$ cat src/rtl/edd_pkg.sv
// shared types, constants and arithmetic helpers for the error diffusion ditherer
`timescale 1ns / 1ps

package edd_pkg;

  localparam int PIX_W  = 8;
  localparam int CFG_W  = 12;
  localparam int ERR_W  = 9;
  localparam int SHR_W  = 8;
  localparam int PROD_W = ERR_W + 4;
  localparam int SUM_W  = PIX_W + 2;
  localparam int DATA_W = 32;
  localparam int ADDR_W = 3;

  localparam int DEF_MAX_WIDTH = 2048;

  localparam logic [CFG_W-1:0] RST_FRAME_WIDTH  = 12'd512;
  localparam logic [CFG_W-1:0] RST_FRAME_HEIGHT = 12'd512;

  localparam logic [PIX_W-1:0] THRESHOLD = 8'd127;
  localparam logic [PIX_W-1:0] PIX_MAX   = 8'd255;

  localparam int SHARE_DIV   = 16;
  localparam int SHARE_SHIFT = $clog2(SHARE_DIV);

  localparam logic [2:0] SHARE_RIGHT      = 3'd7;
  localparam logic [2:0] SHARE_DOWN_LEFT  = 3'd3;
  localparam logic [2:0] SHARE_DOWN       = 3'd5;
  localparam logic [2:0] SHARE_DOWN_RIGHT = 3'd1;

  typedef enum logic {
    REG_FRAME_WIDTH  = 1'b0,
    REG_FRAME_HEIGHT = 1'b1
  } reg_idx_t;

  typedef enum logic {
    MODE_PIXEL = 1'b0,
    MODE_FLUSH = 1'b1
  } mode_t;

  typedef struct packed {
    logic             mode;
    logic [PIX_W-1:0] pixel;
  } in_item_t;

  typedef struct packed {
    logic dither_bit;
    logic last_of_frame;
  } out_item_t;

  // quantizer stage control; pixel low means a drain request
  typedef struct packed {
    logic pixel;
    logic row0;
    logic first;
    logic last;
  } s1_ctl_t;

  // diffusion stage control and payload
  typedef struct packed {
    logic                    row0;
    logic                    first;
    logic                    last;
    logic [PIX_W-1:0]        pix;
    logic signed [ERR_W-1:0] err;
  } s2_ctl_t;

  // err * k / 16, truncated toward zero
  function automatic logic signed [SHR_W-1:0] share_f(input logic signed [ERR_W-1:0] err,
                                                      input logic [2:0] k);
    logic signed [PROD_W-1:0] prod;
    logic signed [PROD_W-1:0] adj;
    prod = PROD_W'(err) * $signed({1'b0, k});
    adj  = prod[PROD_W-1] ? prod + PROD_W'(SHARE_DIV - 1) : prod;
    return SHR_W'(adj >>> SHARE_SHIFT);
  endfunction

  function automatic logic [PIX_W-1:0] add_clamp_f(input logic [PIX_W-1:0] base,
                                                   input logic signed [SHR_W-1:0] d);
    logic signed [SUM_W-1:0] sum;
    sum = $signed({2'b00, base}) + SUM_W'(d);
    if (sum < 0) begin
      return '0;
    end else if (sum > $signed({2'b00, PIX_MAX})) begin
      return PIX_MAX;
    end
    return sum[PIX_W-1:0];
  endfunction

endpackage

$ cat src/rtl/edd_quant.sv
// quantizer stage: adds the carried right share, thresholds and forms the error
`timescale 1ns / 1ps

module edd_quant (
  input  logic                             clk,
  input  logic                             step,
  input  edd_pkg::s1_ctl_t                 ctl,
  input  logic [edd_pkg::PIX_W-1:0]        rd_data,
  input  logic [edd_pkg::PIX_W-1:0]        row_end_pix,
  output logic                             q_bit,
  output logic signed [edd_pkg::ERR_W-1:0] q_err
);

  logic signed [edd_pkg::SHR_W-1:0] carry_r;
  logic signed [edd_pkg::SHR_W-1:0] carry_nxt;
  logic [edd_pkg::PIX_W-1:0]        base;
  logic [edd_pkg::PIX_W-1:0]        val;

  always_comb begin
    base  = ctl.last ? row_end_pix : rd_data;
    val   = ctl.first ? base : edd_pkg::add_clamp_f(base, carry_r);
    q_bit = val > edd_pkg::THRESHOLD;
    q_err = q_bit ? $signed({1'b0, val}) - $signed({1'b0, edd_pkg::PIX_MAX})
                  : $signed({1'b0, val});
    carry_nxt = step ? edd_pkg::share_f(q_err, edd_pkg::SHARE_RIGHT) : carry_r;
  end

  always_ff @(posedge clk) begin
    carry_r <= carry_nxt;
  end

endmodule

$ cat config.mk
export PLATFORM = sky130hd
export DESIGN_NAME = edd_quant
export DESIGN_NICKNAME = d
export VERILOG_FILES = /design/src/rtl/edd_pkg.sv /design/src/rtl/edd_quant.sv
export SDC_FILE = /design/constraint.sdc
export NUM_CORES = 1
export LEC_CHECK = 0
export BUFFER_PORTS_ARGS = -buffer_cell sky130_fd_sc_hd__clkbuf_2
export CELL_PAD_IN_SITES_DETAIL_PLACEMENT = 1
export CELL_PAD_IN_SITES_GLOBAL_PLACEMENT = 1
export CORE_MARGIN = 5
export CORE_UTILIZATION = 40
export DETAILED_ROUTE_END_ITERATION = 16
export PLACE_DENSITY = 0.8
export REMOVE_ABC_BUFFERS = 1
export SLEW_MARGIN = 20
export SYNTH_ARGS = -nofsm -noshare
export SYNTH_HDL_FRONTEND = slang
export SYNTH_SLANG_ARGS = --single-unit
$ cat constraint.sdc
create_clock -name clk -period 6.35 [get_ports clk]
set_clock_uncertainty 0.15 [all_clocks]
set_input_delay 0.3175 -clock clk [delete_from_list [all_inputs] [get_ports clk]]
set_output_delay 0.3175 -clock clk [all_outputs]
set_load 0.05 [all_outputs]
==> flow_summary.json <==
{
  "first_global_vias": 2441,
  "clock_latency_ns": 0.22,
  "maxSlewViolCount": 0,
  "place_worst_setup_slack_ns": -0.5039,
  "final_common_cell": "buf_4",
  "wirelength_um": 7440,
  "area_delta_synth_final_pct": 42.36,
  "relSlewSlack_pct": 56.65,
  "antenna_found_initial": 0,
  "syn-cell-area_mm2": 0.002136,
  "port_buffers": 29,
  "cts_tree": "done",
  "top_layer": "met4",
  "reg_top3": "carry_r: 8 flops",
  "routedWlPerCell_um": 17.55,
  "fmax_ghz": 0.1609,
  "core-area_mm2": 0.005140,
  "finalCritPeriodShare_pct": 97.87,
  "drtIter0Drc": 85,
  "utilization_pct": 59.15,
  "fill_cells": 650,
  "dr.pass1.iters": 4,
  "async_reset_ff_share_pct": 0,
  "start_util_pct": 41.55,
  "yosysWarnings": 0,
  "syn_area_per_cell_um2": 8.475,
  "cts_root_buf": "clkbuf_8",
  "die_area_mm2": 0.006901,
  "holdWs_ns": 0.2984,
  "ctsHtreeMaxLevel": 1,
  "period_needed_ns": 6.215,
  "start_kind": "input port",
  "holdCritPathClass": "input port to flip-flop",
  "cp-end-kind": "flip-flop",
  "rows": 26,
  "postRouteAntennaNets": 0,
  "ys_seq_elements": 8,
  "dr_wl_met3_um": 203,
  "grt_use_total_pct": 19.25,
  "arrival_ns": 6.03,
  "clock_sinks": 8,
  "worstMarginPinSlew_ns": 0.6448,
  "multi_input_area_mm2": 0.001844,
  "synth_edf_count": 8,
  "fin_ws_ns": 0.1353,
  "die_w_um": 83.07,
  "dp_hpwl_um": 5990,
  "status": "finished, final reports clean",
  "route.detailed.drc": 0,
  "met1_length_um": 2871,
  "finalNetCount": 414,
  "die_y_um": 83.07,
  "synth_seq_area_share_pct": 11.25,
  "ctsLongestPathBuffers": 2,
  "viasPerCell": 5.340,
  "layout_common_cells": "buf_4, clkbuf_2, inv_1",
  "clk_pin_slew_ns": 0.04,
  "hold_viol": 0,
  "ys_types": 59,
  "drive_gt1_share_pct": 43.50,
  "worstSetupPathType": "input port to flip-flop",
  "overflow": 0,
  "synth_ff_type": "edfxtp_1",
  "largest_reg_flops": 8,
  "cp_data_required_time_ns": 6.16,
  "synthCells": 252,
  "regMostFlops": "carry_r",
  "numCtsBuffers": 3,
  "pin_count": 32,
  "seqCellArea_um2": 240.2,
  "wl_met2_um": 4242,
  "grt_first_pass_wirelength_um": 11060,
  "finalSetupViolations": 0,
  "place.gp.congestion": 0.8359,
  "cp_max_fo": 5,
  "via_count": 2264,
  "maxCapViolations": 0,
  "grt_start_max_net_pins": 22,
  "antenna_cells": 0
}
## metal layers
metal / vias to the layer above / track usage, %
met4: 0 / 5.052
met1: 1105 / 20.30
met3: 10 / 0.7921
met5: - / 0
met2: 46 / 40.38
li1: 1103 / -
## synthesized netlist by cell type (all sizes together), types with 3 or more instances
cell type  count  share of area [%]
nor2          12                2.1
ha            28                 16
and2           4                1.3
fa             8                7.5
nand2         20                3.5
a21oi         17                4.5
buf            3                1.6
nor3           3               0.70
o21a           4                1.8
nand4          5                1.5
mux2i          3                1.4
o31ai          3                1.7
nand3          9                2.1
a211oi         4                1.6
xor2           3                1.2
inv           29                5.2
xnor2         18                7.4
nor2b          3               0.88
o21ai         15                4.2
nand4b         3                1.2
mux2           9                5.1
edfxtp         8                 11
a21o           5                1.8
and3           3               0.88
clkbuf         3                1.5
## area by class of cell
type,count,share of cell area [%]
multi-input combinational,209,60.66
tap,70,2.881
timing repair buffer,105,23.54
clock buffer,3,1.358
sequential,8,7.901
inverter,29,3.663
## cells by family (layout without fill, tap and decap cells)
family / after synthesis / in the layout / synth area share [%]
AND/OR/NAND/NOR: 76 / 76 / 20.04
AO/OA/AOI/OAI: 64 / 64 / 21.44
adder cells (fa/ha/maj): 36 / 36 / 23.90
flip-flops: 8 / 8 / 11.25
buffers and inverters: 35 / 137 / 8.260
multiplexers: 12 / 12 / 6.503
XOR/XNOR: 21 / 21 / 8.612
## repair_timing
item / CTS / global route
buffers inserted: 0 / 8
endpoints found under the setup margin: 8 / 8
pin swaps: 2 / 14
resized for setup: 8 / 21
gates cloned: 0 / 0
hold buffers: 0 / 0
## through the flow
| stage | setup TNS, ns | area, um2 | std cells |
|---|---|---|---|
| finish | 0 | 3040 | 424 |
| detailed placement | -3.780 | 2814 | 413 |
| floorplan | -7.550 | 2071 | 246 |
| global route | -0.5242 | 3040 | 424 |
| global placement | -2.450 | 2814 | 413 |
| CTS | 0 | 2868 | 416 |
## path summary, 6_finish.rpt
kind / start / to / slack, ns / depth (start not counted)
worst min-delay path: step / carry_r[7]$_DFFE_PP_ / 0.30 / 1
worst max-delay path: ctl[0] / carry_r[6]$_DFFE_PP_ / 0.14 / 27
worst min register to register: carry_r[6]$_DFFE_PP_ / carry_r[7]$_DFFE_PP_ / 1.44 / 8
worst max register to register: carry_r[0]$_DFFE_PP_ / carry_r[6]$_DFFE_PP_ / 0.19 / 25
## critical path: stages
cell and delay [ns]:
clkbuf_2 0.12, mux2_2 0.24, ha_1 0.17, inv_1 0.06, fa_2 0.36, nand2b_4 0.17
a211oi_4 0.29, mux2_4 0.34, and2_4 0.14, or3b_1 0.39, a22o_4 0.29, nand2_1 0.09
nor2_1 0.07, xnor2_2 0.19, ha_1 0.31, inv_1 0.05, fa_1 0.50, inv_1 0.05
ha_1 0.30, nor2b_2 0.17, o31a_1 0.32, a21oi_1 0.23, and3_1 0.24, nand3_1 0.14
and3b_1 0.24, nand3_1 0.10, xnor2_1 0.15
Power is not shown: default switching activity piles up to over one toggle a cycle in this logic, so the estimate is an artifact.
