$ cat src/rtl/edd_pkg.sv
// shared types, constants and arithmetic helpers for the error diffusion ditherer
`timescale 1ns / 1ps

package edd_pkg;

  localparam int PIX_W  = 8;
  localparam int CFG_W  = 12;
  localparam int ERR_W  = 9;
  localparam int SHR_W  = 8;
  localparam int PROD_W = ERR_W + 4;
  localparam int SUM_W  = PIX_W + 2;
  localparam int DATA_W = 32;
  localparam int ADDR_W = 3;

  localparam int DEF_MAX_WIDTH = 2048;

  localparam logic [CFG_W-1:0] RST_FRAME_WIDTH  = 12'd512;
  localparam logic [CFG_W-1:0] RST_FRAME_HEIGHT = 12'd512;

  localparam logic [PIX_W-1:0] THRESHOLD = 8'd127;
  localparam logic [PIX_W-1:0] PIX_MAX   = 8'd255;

  localparam int SHARE_DIV   = 16;
  localparam int SHARE_SHIFT = $clog2(SHARE_DIV);

  localparam logic [2:0] SHARE_RIGHT      = 3'd7;
  localparam logic [2:0] SHARE_DOWN_LEFT  = 3'd3;
  localparam logic [2:0] SHARE_DOWN       = 3'd5;
  localparam logic [2:0] SHARE_DOWN_RIGHT = 3'd1;

  typedef enum logic {
    REG_FRAME_WIDTH  = 1'b0,
    REG_FRAME_HEIGHT = 1'b1
  } reg_idx_t;

  typedef enum logic {
    MODE_PIXEL = 1'b0,
    MODE_FLUSH = 1'b1
  } mode_t;

  typedef struct packed {
    logic             mode;
    logic [PIX_W-1:0] pixel;
  } in_item_t;

  typedef struct packed {
    logic dither_bit;
    logic last_of_frame;
  } out_item_t;

  // quantizer stage control; pixel low means a drain request
  typedef struct packed {
    logic pixel;
    logic row0;
    logic first;
    logic last;
  } s1_ctl_t;

  // diffusion stage control and payload
  typedef struct packed {
    logic                    row0;
    logic                    first;
    logic                    last;
    logic [PIX_W-1:0]        pix;
    logic signed [ERR_W-1:0] err;
  } s2_ctl_t;

  // err * k / 16, truncated toward zero
  function automatic logic signed [SHR_W-1:0] share_f(input logic signed [ERR_W-1:0] err,
                                                      input logic [2:0] k);
    logic signed [PROD_W-1:0] prod;
    logic signed [PROD_W-1:0] adj;
    prod = PROD_W'(err) * $signed({1'b0, k});
    adj  = prod[PROD_W-1] ? prod + PROD_W'(SHARE_DIV - 1) : prod;
    return SHR_W'(adj >>> SHARE_SHIFT);
  endfunction

  function automatic logic [PIX_W-1:0] add_clamp_f(input logic [PIX_W-1:0] base,
                                                   input logic signed [SHR_W-1:0] d);
    logic signed [SUM_W-1:0] sum;
    sum = $signed({2'b00, base}) + SUM_W'(d);
    if (sum < 0) begin
      return '0;
    end else if (sum > $signed({2'b00, PIX_MAX})) begin
      return PIX_MAX;
    end
    return sum[PIX_W-1:0];
  endfunction

endpackage

$ cat src/rtl/edd_spread.sv
// diffusion stage: builds the next row values and writes finished entries back
`timescale 1ns / 1ps

module edd_spread #(
  parameter int MAX_WIDTH = edd_pkg::DEF_MAX_WIDTH,
  localparam int CW       = $clog2(MAX_WIDTH)
) (
  input  logic                      clk,
  input  logic                      rst_n,
  input  logic                      s2_valid,
  input  edd_pkg::s2_ctl_t          ctl,
  input  logic [CW-1:0]             col,
  output logic                      wr_en,
  output logic [CW-1:0]             wr_addr,
  output logic [edd_pkg::PIX_W-1:0] wr_data,
  output logic [edd_pkg::PIX_W-1:0] row_end_pix
);

  logic signed [edd_pkg::SHR_W-1:0] pend_r;
  logic signed [edd_pkg::SHR_W-1:0] pend_nxt;
  logic [edd_pkg::PIX_W-1:0]        prev_r;
  logic [edd_pkg::PIX_W-1:0]        prev_nxt;
  logic [edd_pkg::PIX_W-1:0]        held_r;
  logic [edd_pkg::PIX_W-1:0]        held_nxt;
  logic signed [edd_pkg::ERR_W-1:0] err_eff;
  logic [edd_pkg::PIX_W-1:0]        mixed;
  logic [edd_pkg::PIX_W-1:0]        below;

  always_comb begin
    // the first row is stored as it arrives
    err_eff = ctl.row0 ? '0 : ctl.err;
    mixed   = (ctl.row0 || ctl.first) ? ctl.pix : edd_pkg::add_clamp_f(ctl.pix, pend_r);
    below   = edd_pkg::add_clamp_f(mixed, edd_pkg::share_f(err_eff, edd_pkg::SHARE_DOWN));

    // left neighbor is final once its down-left share is in
    wr_en   = s2_valid && !ctl.first;
    wr_addr = CW'(col - 1'b1);
    wr_data = edd_pkg::add_clamp_f(prev_r,
                                   edd_pkg::share_f(err_eff, edd_pkg::SHARE_DOWN_LEFT));

    pend_nxt = s2_valid ? edd_pkg::share_f(err_eff, edd_pkg::SHARE_DOWN_RIGHT) : pend_r;
    prev_nxt = s2_valid ? below : prev_r;
    held_nxt = (s2_valid && ctl.last) ? below : held_r;
  end

  always_ff @(posedge clk) begin
    pend_r <= pend_nxt;
    prev_r <= prev_nxt;
  end

  always_ff @(posedge clk) begin
    if (!rst_n) begin
      held_r <= '0;
    end else begin
      held_r <= held_nxt;
    end
  end

  assign row_end_pix = held_r;

endmodule

$ cat config.mk
export PLATFORM = sky130hd
export DESIGN_NAME = edd_spread
export DESIGN_NICKNAME = d
export VERILOG_FILES = /design/src/rtl/edd_pkg.sv /design/src/rtl/edd_spread.sv
export SDC_FILE = /design/constraint.sdc
export NUM_CORES = 1
export LEC_CHECK = 0
export BUFFER_PORTS_ARGS = -buffer_cell sky130_fd_sc_hd__buf_2
export CAP_MARGIN = 5
export CORE_MARGIN = 2
export CORE_UTILIZATION = 25
export DETAILED_ROUTE_END_ITERATION = 12
export PLACE_DENSITY_LB_ADDON = 0.2
export SLEW_MARGIN = 15
export SYNTH_ARGS = -nofsm -noshare
export SYNTH_HDL_FRONTEND = slang
export SYNTH_SLANG_ARGS = --single-unit
$ cat constraint.sdc
create_clock -name clk -period 10.35 [get_ports clk]
set_clock_uncertainty 0.05 [all_clocks]
set_input_delay 2.07 -clock clk [delete_from_list [all_inputs] [get_ports clk]]
set_output_delay 2.07 -clock clk [all_outputs]
set_load 0.01 [all_outputs]
==> impl_summary.md, run 1 <==
Yosys
Synthesis produced a netlist with a net count of 561. Of the synthesized area, sequential elements account for 0.1505. The post-synthesis instance total is 460. The area of the mapped netlist is 3857 sq um.

The biggest area consumer among synthesized cells is sky130_fd_sc_hd__ha_1. After synthesis the netlist holds a flip-flop and latch count of 22. In the post-synthesis netlist, the biggest area contributors are sky130_fd_sc_hd__ha_1 (20%), sky130_fd_sc_hd__edfxtp_1 (11%), sky130_fd_sc_hd__xnor2_1 (6.4%). The synthesized netlist contains 69 unique library cells. The fraction of post-synthesis cell area in the top cell type by area is 0.2011. In this run, synthesis inferred 14 flip-flops with an integrated enable. Dividing the synthesized area by the synthesized cell count gives 8.386 sq um. The number of synthesis warnings is 0. Sorting the synthesized cells by how often they occur yields sky130_fd_sc_hd__ha_1 (62), sky130_fd_sc_hd__nor2_1 (34), sky130_fd_sc_hd__nand2_1 (30). In the post-synthesis netlist, the cell with the most instances is sky130_fd_sc_hd__ha_1. The fraction of registers with async set or reset after synthesis is 0.

The commonest register cell after synthesis is sky130_fd_sc_hd__edfxtp_1.

Clock tree
The clock reaches the later pin of the worst-skew pair after 0.26 ns. The cts-stage hold buffer count is 0. The clock transition at the register clock pins on the worst setup and hold paths after CTS is 0.06 ns. The CTS tree is yes.

The number of resized instances in the post-cts repair step is 0. The clock net sink count is 22. The library cell used as clock root buffer is sky130_fd_sc_hd__clkbuf_16. The number of buffers on the longest clock path is 2. The number of buffers added by the clock tree synthesis step is 3. The total setup buffers inserted after CTS is 0. CTS built an H-tree with a depth of 1.

Placed design
Routability-driven placement finished with a final weighted congestion of 0.8037. After legalization and detailed placement, the total HPWL measured 8.442 mm. The total of buffers placed on input and output ports is 61.

Floorplanning
The chip height is 128.2 microns. The die covers 16440 sq um. The floorplan step defined a core boundary enclosing 15150 sq um. 62 I/O pins were placed. In this run the core area contains 45 standard-cell rows. The die is 128.2 microns wide. The initial utilization of the core area, before any placement, comes to 0.2547.

Detailed routing
The routed wire length is 9.740 mm. The detailed router's first-iteration violation count is 98. For this run, the detailed router's first-pass iteration total came to 4. The detailed-route via count is 3441. The per-cell routed wire length is 13.84 microns. The detail route stage leaves a number of antenna-violating nets equal to 0.

In the routed design, unresolved DRC markers number 0. The average via count per standard cell is 4.888.

Worst setup path
The critical path launch point type is an input pin. The signal on the critical path passes through buf_2 > nor2b_1 > ha_1 > inv_1 > ha_1 > o21ai_0 > nor2_1 > o31a_1 > o211ai_1 > xnor2_1 > a21oi_1 > xor2_1 > ha_1 > inv_1 > fa_1 > nand2b_1 > a21oi_1 > o211ai_1 > a21oi_1 > or3b_2 > mux2i_1 > a31o_1 > buf_2. For this run, the slowest stage of the critical path takes 0.51 ns. In this run the critical register-to-register path is captured at prev_r[1]. The largest delay contributor family on the critical path is compound AO/OA/AOI/OAI gates. The classification of the worst setup path is in -> out. The reg-to-reg critical path startpoint is pend_r[1]. The arrival time of the worst setup path is 7.33 ns.

Along the worst path, the maximum fanout reaches 13. The slowest stage cell on the critical path is sky130_fd_sc_hd__mux2i_1. The worst reg2reg path depth is 19.

The worst register-to-register path has a setup slack of 5.06 ns. Together, buffers and inverters on the worst path number 4. STA classifies the critical path endpoint as a primary output. The worst endpoint required time is 8.23 ns.

Power
The final total power is 543.2 uW. The peak supply drop is 0.00007058 V. In this run the static leakage power is 2.132 nW. The power density over cell area is 122.4 nW/um^2.

Global route
In the global route stage, overall resource usage came out at 0.1173. The number of antenna violations at the first check in global routing is 0. After global routing the overflow that remains totals 0. The via count of the first global-routing pass is 3357.

Entering global routing, the biggest net connects 17 pins. The wire length of the first global-routing pass is 16.06 mm.

STA
After routing, the total negative slack on setup checks comes to 0 ns. Setup repair after global routing left no endpoint under its margin. The transition time at the pin with the least slew margin is 0.6447 ns. For the finished layout, the period the worst path requires is 9.449 ns. Setup violations remaining at the end of the flow were counted as 0. The number of failing hold endpoints at the final stage is 0. Headroom to the max-slew limit came out at 0.5579. The post-route fraction of the period consumed by the critical path is 0.9129. The maximum achievable frequency is 0.1058 GHz. The final number of max-transition violations is 0.

Final layout
The area of the multi-input gates is 3136 sq um. The number of antenna diodes is 0. In the final layout, the share of cells above drive strength 1 is 0.1705. The utilization after layout is 0.2931. The layout overhead on the synthesized area is 15.08%. The filler cell count in the final layout is 1624. The final layout contains 618 nets.

In the final layout, flip-flops and latches occupy 580.6 sq um.

Worst hold path
The cell depth of the worst min-delay path is 2. The worst hold path endpoint is row_end_pix[2]. The worst hold path begins at row_end_pix[2]. The type of the worst min-delay path is reg -> reg.

Status
The run finished with clean final reports.

Flow run
The max-cap check violation count is 0.
-- final cells by class --
cell class,instances,area share
Multi-Input combinational cell,407,0.7063
Timing Repair Buffer,61,0.06877
Clock buffer,4,0.02255
Sequential cell,22,0.1308
Inverter,22,0.01860
Tap cell,188,0.05299
-- flip-flops by register name, summed over array words and instances (netlist names) --
signal	count
prev_r	8
row_end_pix	8
pend_r	6
-- worst register-to-register path: stages, from the launching register on --
cell                        delay (ns)
sky130_fd_sc_hd__edfxtp_1         0.42
sky130_fd_sc_hd__ha_1             0.29
sky130_fd_sc_hd__a21o_1           0.18
sky130_fd_sc_hd__a21oi_1          0.22
sky130_fd_sc_hd__o21bai_1         0.13
sky130_fd_sc_hd__a2111o_1         0.48
sky130_fd_sc_hd__a31oi_1          0.32
sky130_fd_sc_hd__nand2b_1         0.09
sky130_fd_sc_hd__o22a_1           0.31
sky130_fd_sc_hd__a2bb2oi_1        0.20
sky130_fd_sc_hd__ha_1             0.25
sky130_fd_sc_hd__fa_1             0.41
sky130_fd_sc_hd__a21o_1           0.17
sky130_fd_sc_hd__nand2_1          0.09
sky130_fd_sc_hd__a21boi_0         0.15
sky130_fd_sc_hd__o211ai_1         0.41
sky130_fd_sc_hd__nor4b_1          0.10
sky130_fd_sc_hd__mux2_4           0.30
sky130_fd_sc_hd__or2_1            0.30
sky130_fd_sc_hd__nand2b_1         0.17
-- how the worst max path moves through the flow --
stage          startpoint    endpoint  slack [ns]  cells past startpoint
2_1_floorplan     ctl[19]  wr_data[2]        1.59                     22
3_3_place_gp      ctl[19]  wr_data[2]        1.09                     22
3_5_place_dp      ctl[19]  wr_data[5]        0.95                     23
4_1_cts           ctl[19]  wr_data[5]        0.91                     23
5_1_grt           ctl[19]  wr_data[2]        0.49                     23
6_report          ctl[19]  wr_data[5]        0.90                     23
-- stage by stage --
step / worst slack [ns] / hold slack (ns) / instance area (sq um) / instances
floorplan: 1.587 / 0.5053 / 3857 / 460
global placement: 1.092 / 0.4744 / 4339 / 700
detailed placement: 0.9460 / 0.4769 / 4339 / 700
CTS: 0.9093 / 0.5019 / 4439 / 704
global route: 0.4920 / 0.5295 / 4439 / 704
finish: 0.9013 / 0.4973 / 4439 / 704
-- cells by family after synthesis --
kind of cell,count (synthesis),share of synthesized area
and+or+nand+nor,157,0.2277
AOI/OAI and AO/OA,131,0.2361
adders and majority gates,67,0.2271
xor gates and xnor gates,48,0.1090
buffers and inverters,31,0.03665
DFF,22,0.1505
muxes,4,0.01297
-- cell usage in the layout, fill, tap and decap left out, types with 19 or more instances in the layout --
cell,Yosys,routed
sky130_fd_sc_hd__xor2_1,20,20
sky130_fd_sc_hd__nand2_1,30,30
sky130_fd_sc_hd__a21oi_1,25,25
sky130_fd_sc_hd__buf_2,1,61
sky130_fd_sc_hd__inv_1,21,21
sky130_fd_sc_hd__nor2_1,34,34
sky130_fd_sc_hd__xnor2_1,28,28
sky130_fd_sc_hd__a21o_1,19,19
sky130_fd_sc_hd__o21ai_0,24,24
sky130_fd_sc_hd__ha_1,62,62
sky130_fd_sc_hd__nand2b_1,20,20
-- where the power goes --
group	total [mW]	internal (mW)	switching [mW]
Clock	0.100	0.0671	0.0331
Sequential	0.117	0.111	0.00632
Combinational	0.326	0.143	0.182
-- routing by layer --
metal | wire length (microns) | part of all wire | track usage
met1 | 5075 | 0.52 | 0.1678
met2 | 4262 | 0.44 | 0.1984
met3 | 394 | 0.040 | 0.01503
met4 | 8 | 0.00082 | 0.003878
met5 | 0 | 0 | 0
No activity file was read; power rests on OpenSTA's default activity.
==> inputs of run 2 (changes only) <==
Settings changed: CORE_UTILIZATION 25 to 30, SLEW_MARGIN 15 to not set.
Clock period 10.35 ns to 10.88 ns, I/O delays scaled along.
==> run 2 against run 1 <==
Effect of this change: clock power hardly changed; power is 3.6% lower; cell count shrank 2.3%; design area down 0.34%; combinational power shrank 6%; non-clock buffer count is the same; global-route usage grew 1.3 points; hold slack worse by 0.0053 ns; critical path type unchanged; critical endpoint is now wr_data[2]; largest cell class unchanged.
==> impl_summary.md, run 2 (synthesis results as in run 1) <==
STA
The final setup TNS came to 0 ns (unchanged). The post-route worst hold slack is 0.4920 ns (-0.005296 ns). The final number of max-transition violations is 0 (unchanged). The worst-case headroom to the max-slew limit is 0.5622 (+0.004308).

The worst-case setup margin in the final layout is 1.237 ns (+0.3356 ns). The number of failing hold endpoints at the final stage was 0 (unchanged). Dividing the final minimum period by the clock period gives 0.8863.

Setup repair after global routing left no endpoint under its margin. The smallest clock period supported by the final layout is computed as 9.643 ns. The final number of setup-violating endpoints came to 0 (unchanged). The transition time at the pin with the least slew margin was 0.6385 ns (-0.006282 ns). For this run, the top clock speed supported by timing is 0.1037 GHz.

Detailed routing
The routed wire length is 9.252 mm (-5.0%). The per-cell routed wire length is 13.45 microns (-2.8%). The number of detailed-route iterations in the first pass is 4 (unchanged).

The detailed router's first-iteration violation count was 201 (+110%). The average via count per standard cell is 4.962 (+1.5%). The detailed-route via count is 3414 (-0.78%). The remaining antenna violation count is 0 (unchanged). The residual DRC count is 0 (unchanged).

Global route
The leftover overflow at the end of global routing is 0 (unchanged). The largest net degree at the start of global routing is 17 (unchanged). The global-route total usage across every layer was 0.1307 (+0.01342).

The wire length of the first global-routing pass is 15.48 mm (-3.6%). The number of antenna violations at the first check in global routing is 0 (unchanged). The via count of the first global-routing pass came to 3233 (-3.7%).

Floorplanning
The floorplan row count came to 41 (-8.9%). The initial cell density of the core is 0.3069 (+0.05223). The area enclosed by the die boundary was 13780 sq um (-16%). The area inside the core boundary came to 12570 sq um (-17%).

The chip height came to 117.4 microns (-8.4%). The horizontal die dimension is 117.4 microns (-8.4%). The number of top-level design ports came to 62 (unchanged).

Final layout
The area of the multi-input gates is 3136 sq um (unchanged). The net count reported at finish came to 618 (unchanged). The number of antenna diodes is 0 (unchanged). The area occupied by registers was 580.6 sq um (unchanged).

The layout cell share with drive strength beyond 1 is 0.1705 (unchanged). The top cell types in the final layout, fill and taps aside, are sky130_fd_sc_hd__ha_1 (62), sky130_fd_sc_hd__buf_2 (61), sky130_fd_sc_hd__nor2_1 (34), sky130_fd_sc_hd__nand2_1 (30), sky130_fd_sc_hd__xnor2_1 (28). The number of standard cells in the layout, taps in and fillers out came to 688 (-2.3%).

The most common cell after layout, fill and taps aside is sky130_fd_sc_hd__ha_1. The filler cell count in the final layout is 1316 (-19%). The utilization after layout came to 0.3520 (+0.05891). Compared with the post-synthesis result, the final layout area differs by 14.69%.

Worst setup path
The worst setup path is captured at a primary output. The critical path goes through buf_2 > nor2b_1 > ha_1 > inv_1 > ha_1 > o21ai_0 > nor2_1 > o31a_1 > o211ai_1 > xnor2_1 > a21oi_1 > xor2_1 > ha_1 > inv_1 > fa_1 > nand2b_1 > a21oi_1 > o211ai_1 > a21oi_1 > or3b_2 > mux2i_1 > a31o_1 > buf_2. The biggest fanout along the worst timing path came to 13 (unchanged). The worst setup path is launched from an input pin.

The largest delay contributor family on the critical path is compound AO/OA/AOI/OAI gates. The delay of the slowest cell on the worst path is 0.50 ns (about the same). The worst endpoint required time is 8.65 ns (+0.42 ns).

The classification of the worst setup path is in -> out. The buffering stage count on the worst path with inverters included was 4 (unchanged). The slowest stage cell on the critical path is sky130_fd_sc_hd__mux2i_1.

The arrival time of the worst setup path was 7.42 ns (+0.09 ns).

Status
The flow ran to the end, and the final reports show no timing, DRC or antenna violations.

Placed design
The HPWL after detailed placement is 7.945 mm (-5.9%). The worst setup slack before clock tree synthesis is 1.251 ns (+0.3052 ns). The last weighted congestion value of the routability-driven placer is 0.8131 (+1.2%). The total of buffers placed on input and output ports is 61 (unchanged).

The total instance count after detailed placement is 684 (-2.3%).

Clock tree
The total setup buffers inserted after CTS is 0 (unchanged). The library cell used as clock root buffer is sky130_fd_sc_hd__clkbuf_16. The number of H-tree levels came to 1 (unchanged). The number of buffers added by the clock tree synthesis step is 3 (unchanged). The cts-stage hold buffer count came to 0 (unchanged). The clock net sink count was 22 (unchanged). TritonCTS built the clock tree. The number of resized instances in the post-cts repair step is 0 (unchanged).

The insertion delay of the later-clocked pin in the worst-skew pair came to 0.25 ns (about the same). The number of buffers on the longest clock path came to 2 (unchanged). The clock transition at the register clock pins on the worst setup and hold paths after CTS is 0.06 ns (about the same).

Worst hold path
The worst hold path belongs to the class reg -> reg.

Flow run
The max-cap check violation count is 0 (unchanged).

Power
The power density over cell area is 118.3 nW/um^2 (-3.3%). The peak supply drop is 0.00005260 V (-25%). The leakage dissipation was 2.133 nW (about the same).
==> run 2: changes by cell type in the layout (fill, tap and decap cells not counted) <==
cell	previous run	this run
sky130_fd_sc_hd__bufinv_16	0	1
sky130_fd_sc_hd__clkbuf_16	4	3
==> run 2: report_power, final <==
group / internal [mW] / total [mW] / switching, mW
Clock: 0.0730 / 0.103 / 0.0295
Sequential: 0.106 / 0.112 / 0.00669
Combinational: 0.136 / 0.308 / 0.173
==> run 2: stage by stage <==
stage | total power [mW] | cell area (sq um)
after floorplan | 0.3405 | 3857
after global placement | 0.4212 | 4319
after detailed placement | 0.4220 | 4319
after CTS | 0.5283 | 4424
after global routing | 0.5685 | 4424
final | 0.5234 | 4424
==> run 2: routing by layer <==
metal  global-route usage  routed length [microns]  share of wire
met5                    0                        0              0
met1               0.1922                     4898           0.53
met3              0.01946                      340          0.037
met2               0.2131                     4001           0.43
met4             0.004518                       11         0.0012
==> run 2: worst paths after layout <==
kind	startpoint	slack, ns	to	cells past startpoint
max reg2reg	pend_r[1]	5.59	prev_r[2]	19
max	ctl[19]	1.24	wr_data[2]	23
min	row_end_pix[3]	0.49	row_end_pix[3]	2
min reg2reg	row_end_pix[3]	0.49	row_end_pix[3]	2
==> run 2: final cells by class <==
class                           count  area share
Sequential cell                    22      0.1312
Tap cell                          172     0.04864
Multi-Input combinational cell    407      0.7087
Clock inverter                      1    0.006787
Inverter                           22     0.01867
Timing Repair Buffer               61     0.06900
Clock buffer                        3     0.01697
==> run 2: worst register-to-register path, delay by kind of cell (launching register included) <==
family / cells / cell delay [ns]
and+or+nand+nor: 5 / 0.75
AOI/OAI and AO/OA: 10 / 2.53
DFF: 1 / 0.45
muxes: 1 / 0.30
adders and majority gates: 3 / 0.95
==> inputs of run 3 (changes only) <==
Settings changed: ABC_AREA set to 1, REMOVE_ABC_BUFFERS set to 1.
==> run 3 against run 2 <==
Effect of this change: clock-buffer cell count grew 1; register-to-register slack better by 0.88 ns; non-clock buffer count unchanged; sequential power is essentially flat; via count increased by 6.7%.
==> impl_summary.md, run 3 <==
Yosys
The post-synthesis instance total is 570 (+24%). The biggest area consumer among synthesized cells is sky130_fd_sc_hd__ha_1. The average instance area after synthesis is 6.917 sq um (-18%). The area of the mapped netlist is 3943 sq um (+2.2%). The commonest register cell after synthesis is sky130_fd_sc_hd__edfxtp_1. Sorting the synthesized cells by how often they occur yields sky130_fd_sc_hd__nand2_1 (134), sky130_fd_sc_hd__inv_1 (97), sky130_fd_sc_hd__ha_1 (62). The area share of xor/xnor cells in the synthesized design is 0.1152 (+0.006217).

The number of storage elements in the synthesis netlist is 22 (unchanged). The number of enable flip-flop cells after synthesis was 14 (unchanged). The fraction of post-synthesis cell area in the top cell type by area is 0.1968 (-0.004340). The area share of and/or/nand/nor cells after synthesis was 0.2863 (+0.05856).

In the post-synthesis netlist, the cell with the most instances is sky130_fd_sc_hd__nand2_1. The count of distinct cell types in the synthesized netlist is 41 (-41%). The post-synthesis compound-gate area fraction came to 0.1292 (-0.1070). The multiplexer fraction of the synthesized cell area is 0 (-0.01297). By area the synthesized netlist is led by sky130_fd_sc_hd__ha_1 (20%), sky130_fd_sc_hd__nand2_1 (13%), sky130_fd_sc_hd__edfxtp_1 (11%). The adder-cell area share of the yosys netlist came to 0.2222 (-0.004900). The fraction of registers with async set or reset after synthesis was 0 (unchanged). The number of synthesis warnings is 0 (unchanged). The combinational family with the most area after synthesis is simple AND/OR/NAND/NOR gates. The part of the Yosys area used for sequential elements was 0.1473 (-0.003248).

Worst setup path
The cell with the most instances on the worst path is sky130_fd_sc_hd__nand2_1. The delay of the slowest cell on the worst path is 0.41 ns (-0.09 ns). The slowest stage cell on the critical path is sky130_fd_sc_hd__fa_1. The biggest fanout along the worst timing path is 8 (-5). The worst reg2reg path depth is 29 (+10). The reg-to-reg critical path startpoint is pend_r[0]. The arrival time of the worst setup path came to 6.79 ns (-0.63 ns). The critical path in this run is classified as in -> out.

The kind of end point of the critical path is a primary output. Grouping stages by cell kind, the critical path spends the most delay in adder cells. The worst register-to-register path ends at prev_r[0]. The slack of the worst reg-to-reg path is 6.47 ns (+0.88 ns). The worst setup path is launched from an input pin. The worst endpoint required time came to 8.65 ns (about the same). The buffering stage count on the worst path with inverters included was 6 (+2).

Worst hold path
The cell depth of the worst min-delay path is 2 (unchanged). The type of the worst min-delay path is reg -> reg. For hold timing, the worst endpoint is row_end_pix[0]. The worst hold path begins at row_end_pix[0].

Detailed routing
The detailed-route via count is 3644 (+6.7%). The detailed router's first-iteration violation count is 182 (-9.5%). The highest metal layer used by the detailed router is met4.

The total met2 wirelength after detailed routing is 4.478 mm (+12%). The routed wire length is 9.556 mm (+3.3%). The remaining antenna violation count is 0 (unchanged). The average via count per standard cell is 4.527 (-8.8%).

The per-cell routed wire length is 11.87 microns (-12%). The wire length the detailed router placed on met1 is 4.647 mm (-5.1%). The number of detailed-route iterations in the first pass is 4 (unchanged). The residual DRC count is 0 (unchanged).

The length of routed met3 wiring is 416 microns (+22%).

Final layout
The layout cell share with drive strength beyond 1 is 0.1785 (+0.007972). The number of antenna diodes is 0 (unchanged). Leaving out fill and tap cells, the most frequent cells in the layout are sky130_fd_sc_hd__nand2_1 (134), sky130_fd_sc_hd__inv_1 (97), sky130_fd_sc_hd__ha_1 (62), sky130_fd_sc_hd__buf_2 (61), sky130_fd_sc_hd__a21oi_1 (38).

The most common cell after layout, fill and taps aside is sky130_fd_sc_hd__nand2_1. The layout overhead on the synthesized area is 14.98%. The net count reported at finish is 735 (+19%).

Global route
The number of antenna violations at the first check in global routing was 0 (unchanged). The via count of the first global-routing pass was 3517 (+8.8%). The wire length of the first global-routing pass is 16.27 mm (+5.1%). The global-route total usage across every layer is 0.1376 (+0.006937).

The leftover overflow at the end of global routing was 0 (unchanged). The largest net degree at the start of global routing is 17 (unchanged).

Clock tree
The number of buffers on the longest clock path is 2 (unchanged). The cts-stage hold buffer count is 0 (unchanged). The number of buffers added by the clock tree synthesis step is 3 (unchanged). The number of H-tree levels is 1 (unchanged).

The CTS tree is yes. The insertion delay of the later-clocked pin in the worst-skew pair is 0.25 ns (about the same). The clock transition at the register clock pins on the worst setup and hold paths after CTS is 0.05 ns (about the same). The total setup buffers inserted after CTS is 0 (unchanged). CTS placed an instance of sky130_fd_sc_hd__clkbuf_16 at the clock tree root. The number of resized instances in the post-cts repair step is 0 (unchanged). The clock net sink count is 22 (unchanged).

STA
The final number of max-transition violations is 0 (unchanged). The number of failing hold endpoints at the final stage is 0 (unchanged). The clock period minus worst slack is 9.016 ns (-0.6267 ns).

The worst-case headroom to the max-slew limit is 0.6819 (+0.1197). The post-route worst hold slack is 0.4869 ns (-0.005052 ns). The post-route fraction of the period consumed by the critical path is 0.8287 (-0.05760). The maximum achievable frequency came to 0.1109 GHz (+7.0%). The final setup TNS is 0 ns (unchanged). Setup repair after global routing left no endpoint under its margin. The transition time at the pin with the least slew margin was 0.4754 ns (-0.1631 ns). The final number of setup-violating endpoints came to 0 (unchanged).

Floorplanning
The chip height is 118.6 microns (+1.1%). The area enclosed by the die boundary was 14070 sq um (+2.1%). The horizontal die dimension is 118.6 microns (+1.1%).

The area inside the core boundary was 12720 sq um (+1.2%). The floorplan row count is 41 (unchanged). The initial cell density of the core is 0.3099 (+0.002975).

The number of top-level design ports came to 62 (unchanged).

Power
The internal power of the cells is 270.6 uW (-14%). The leakage dissipation is 2.532 nW (+19%). The share of power burned in combinational logic is 0.620 (+0.031). The part of the total power dissipated in the clock network was 0.155 (-0.041). The power density over cell area was 107.8 nW/um^2 (-8.9%). The switching power of the nets is 217.9 uW (+4.3%). The sequential fraction of design power was 0.226 (+0.011).

The proportion of total power due to net switching came to 0.4461 (+0.04684). The peak supply drop is 0.00005850 V (+11%).

Placed design
The last weighted congestion value of the routability-driven placer came to 0.8238 (+1.3%). The total of buffers placed on input and output ports is 61 (unchanged). The HPWL after detailed placement was 8.511 mm (+7.1%).

Flow run
The max-cap check violation count came to 0 (unchanged).

Status
The flow ran to the end, and the final reports show no timing, DRC or antenna violations.
==> run 3: how the worst max path moves through the flow <==
stage | start | endpoint | slack, ns | depth (start not counted)
after floorplan | ctl[4] | wr_data[0] | 2.62 | 27
after global placement | ctl[19] | wr_data[7] | 2.07 | 28
after detailed placement | ctl[19] | wr_data[3] | 1.85 | 28
after CTS | ctl[19] | wr_data[6] | 1.84 | 28
after global routing | ctl[19] | wr_data[7] | 1.32 | 29
final | ctl[19] | wr_data[3] | 1.86 | 28
==> run 3: area by class of cell <==
class / instances / area [sq um]
multi-input cells: 444 / 2968
well taps: 172 / 215.2
clock buffers: 4 / 78.83
inverters: 102 / 385.4
repair buffers: 61 / 305.3
fillers: 1400 / 8189
flip-flops and latches: 22 / 580.6
==> run 3: per-stage QoR <==
step	setup slack [ns]	total power, mW	instance area [sq um]	util	instances
after floorplan	2.624	0.3338	3934	-	568
after global placement	2.073	0.4137	4454	0.3501	801
after detailed placement	1.850	0.4161	4454	0.3501	801
after CTS	1.845	0.4931	4533	0.3563	805
after global routing	1.324	0.5382	4533	0.3563	805
final	1.864	0.4885	4533	0.3563	805
==> run 3: power by group through the flow <==
stage / clock network, mW / registers, mW / logic [mW]
after floorplan: 0 / 0.110 / 0.224
after global placement: 0 / 0.112 / 0.301
after detailed placement: 0 / 0.112 / 0.304
after CTS: 0.0769 / 0.111 / 0.305
after global routing: 0.0809 / 0.112 / 0.346
final: 0.0756 / 0.110 / 0.303
==> run 3: kinds of logic (layout without fill, tap and decap cells) <==
family / after synthesis / after routing
AOI/OAI and AO/OA: 85 / 85
xor gates and xnor gates: 48 / 48
adders and majority gates: 67 / 67
buffers and inverters: 104 / 167
DFF: 22 / 22
and+or+nand+nor: 244 / 244
==> run 3: tightest hold or removal path, stage by stage, from the launching register on <==
cell and delay (ns):
sky130_fd_sc_hd__dfxtp_1 0.32, sky130_fd_sc_hd__o21ai_0 0.08, sky130_fd_sc_hd__a21oi_1 0.10
==> run 3: per-layer routing <==
layer	GRT usage	vias to the layer above
met5	0	-
met4	0.004464	0
met3	0.01689	2
met2	0.2425	71
met1	0.1891	1602
li1	-	1969
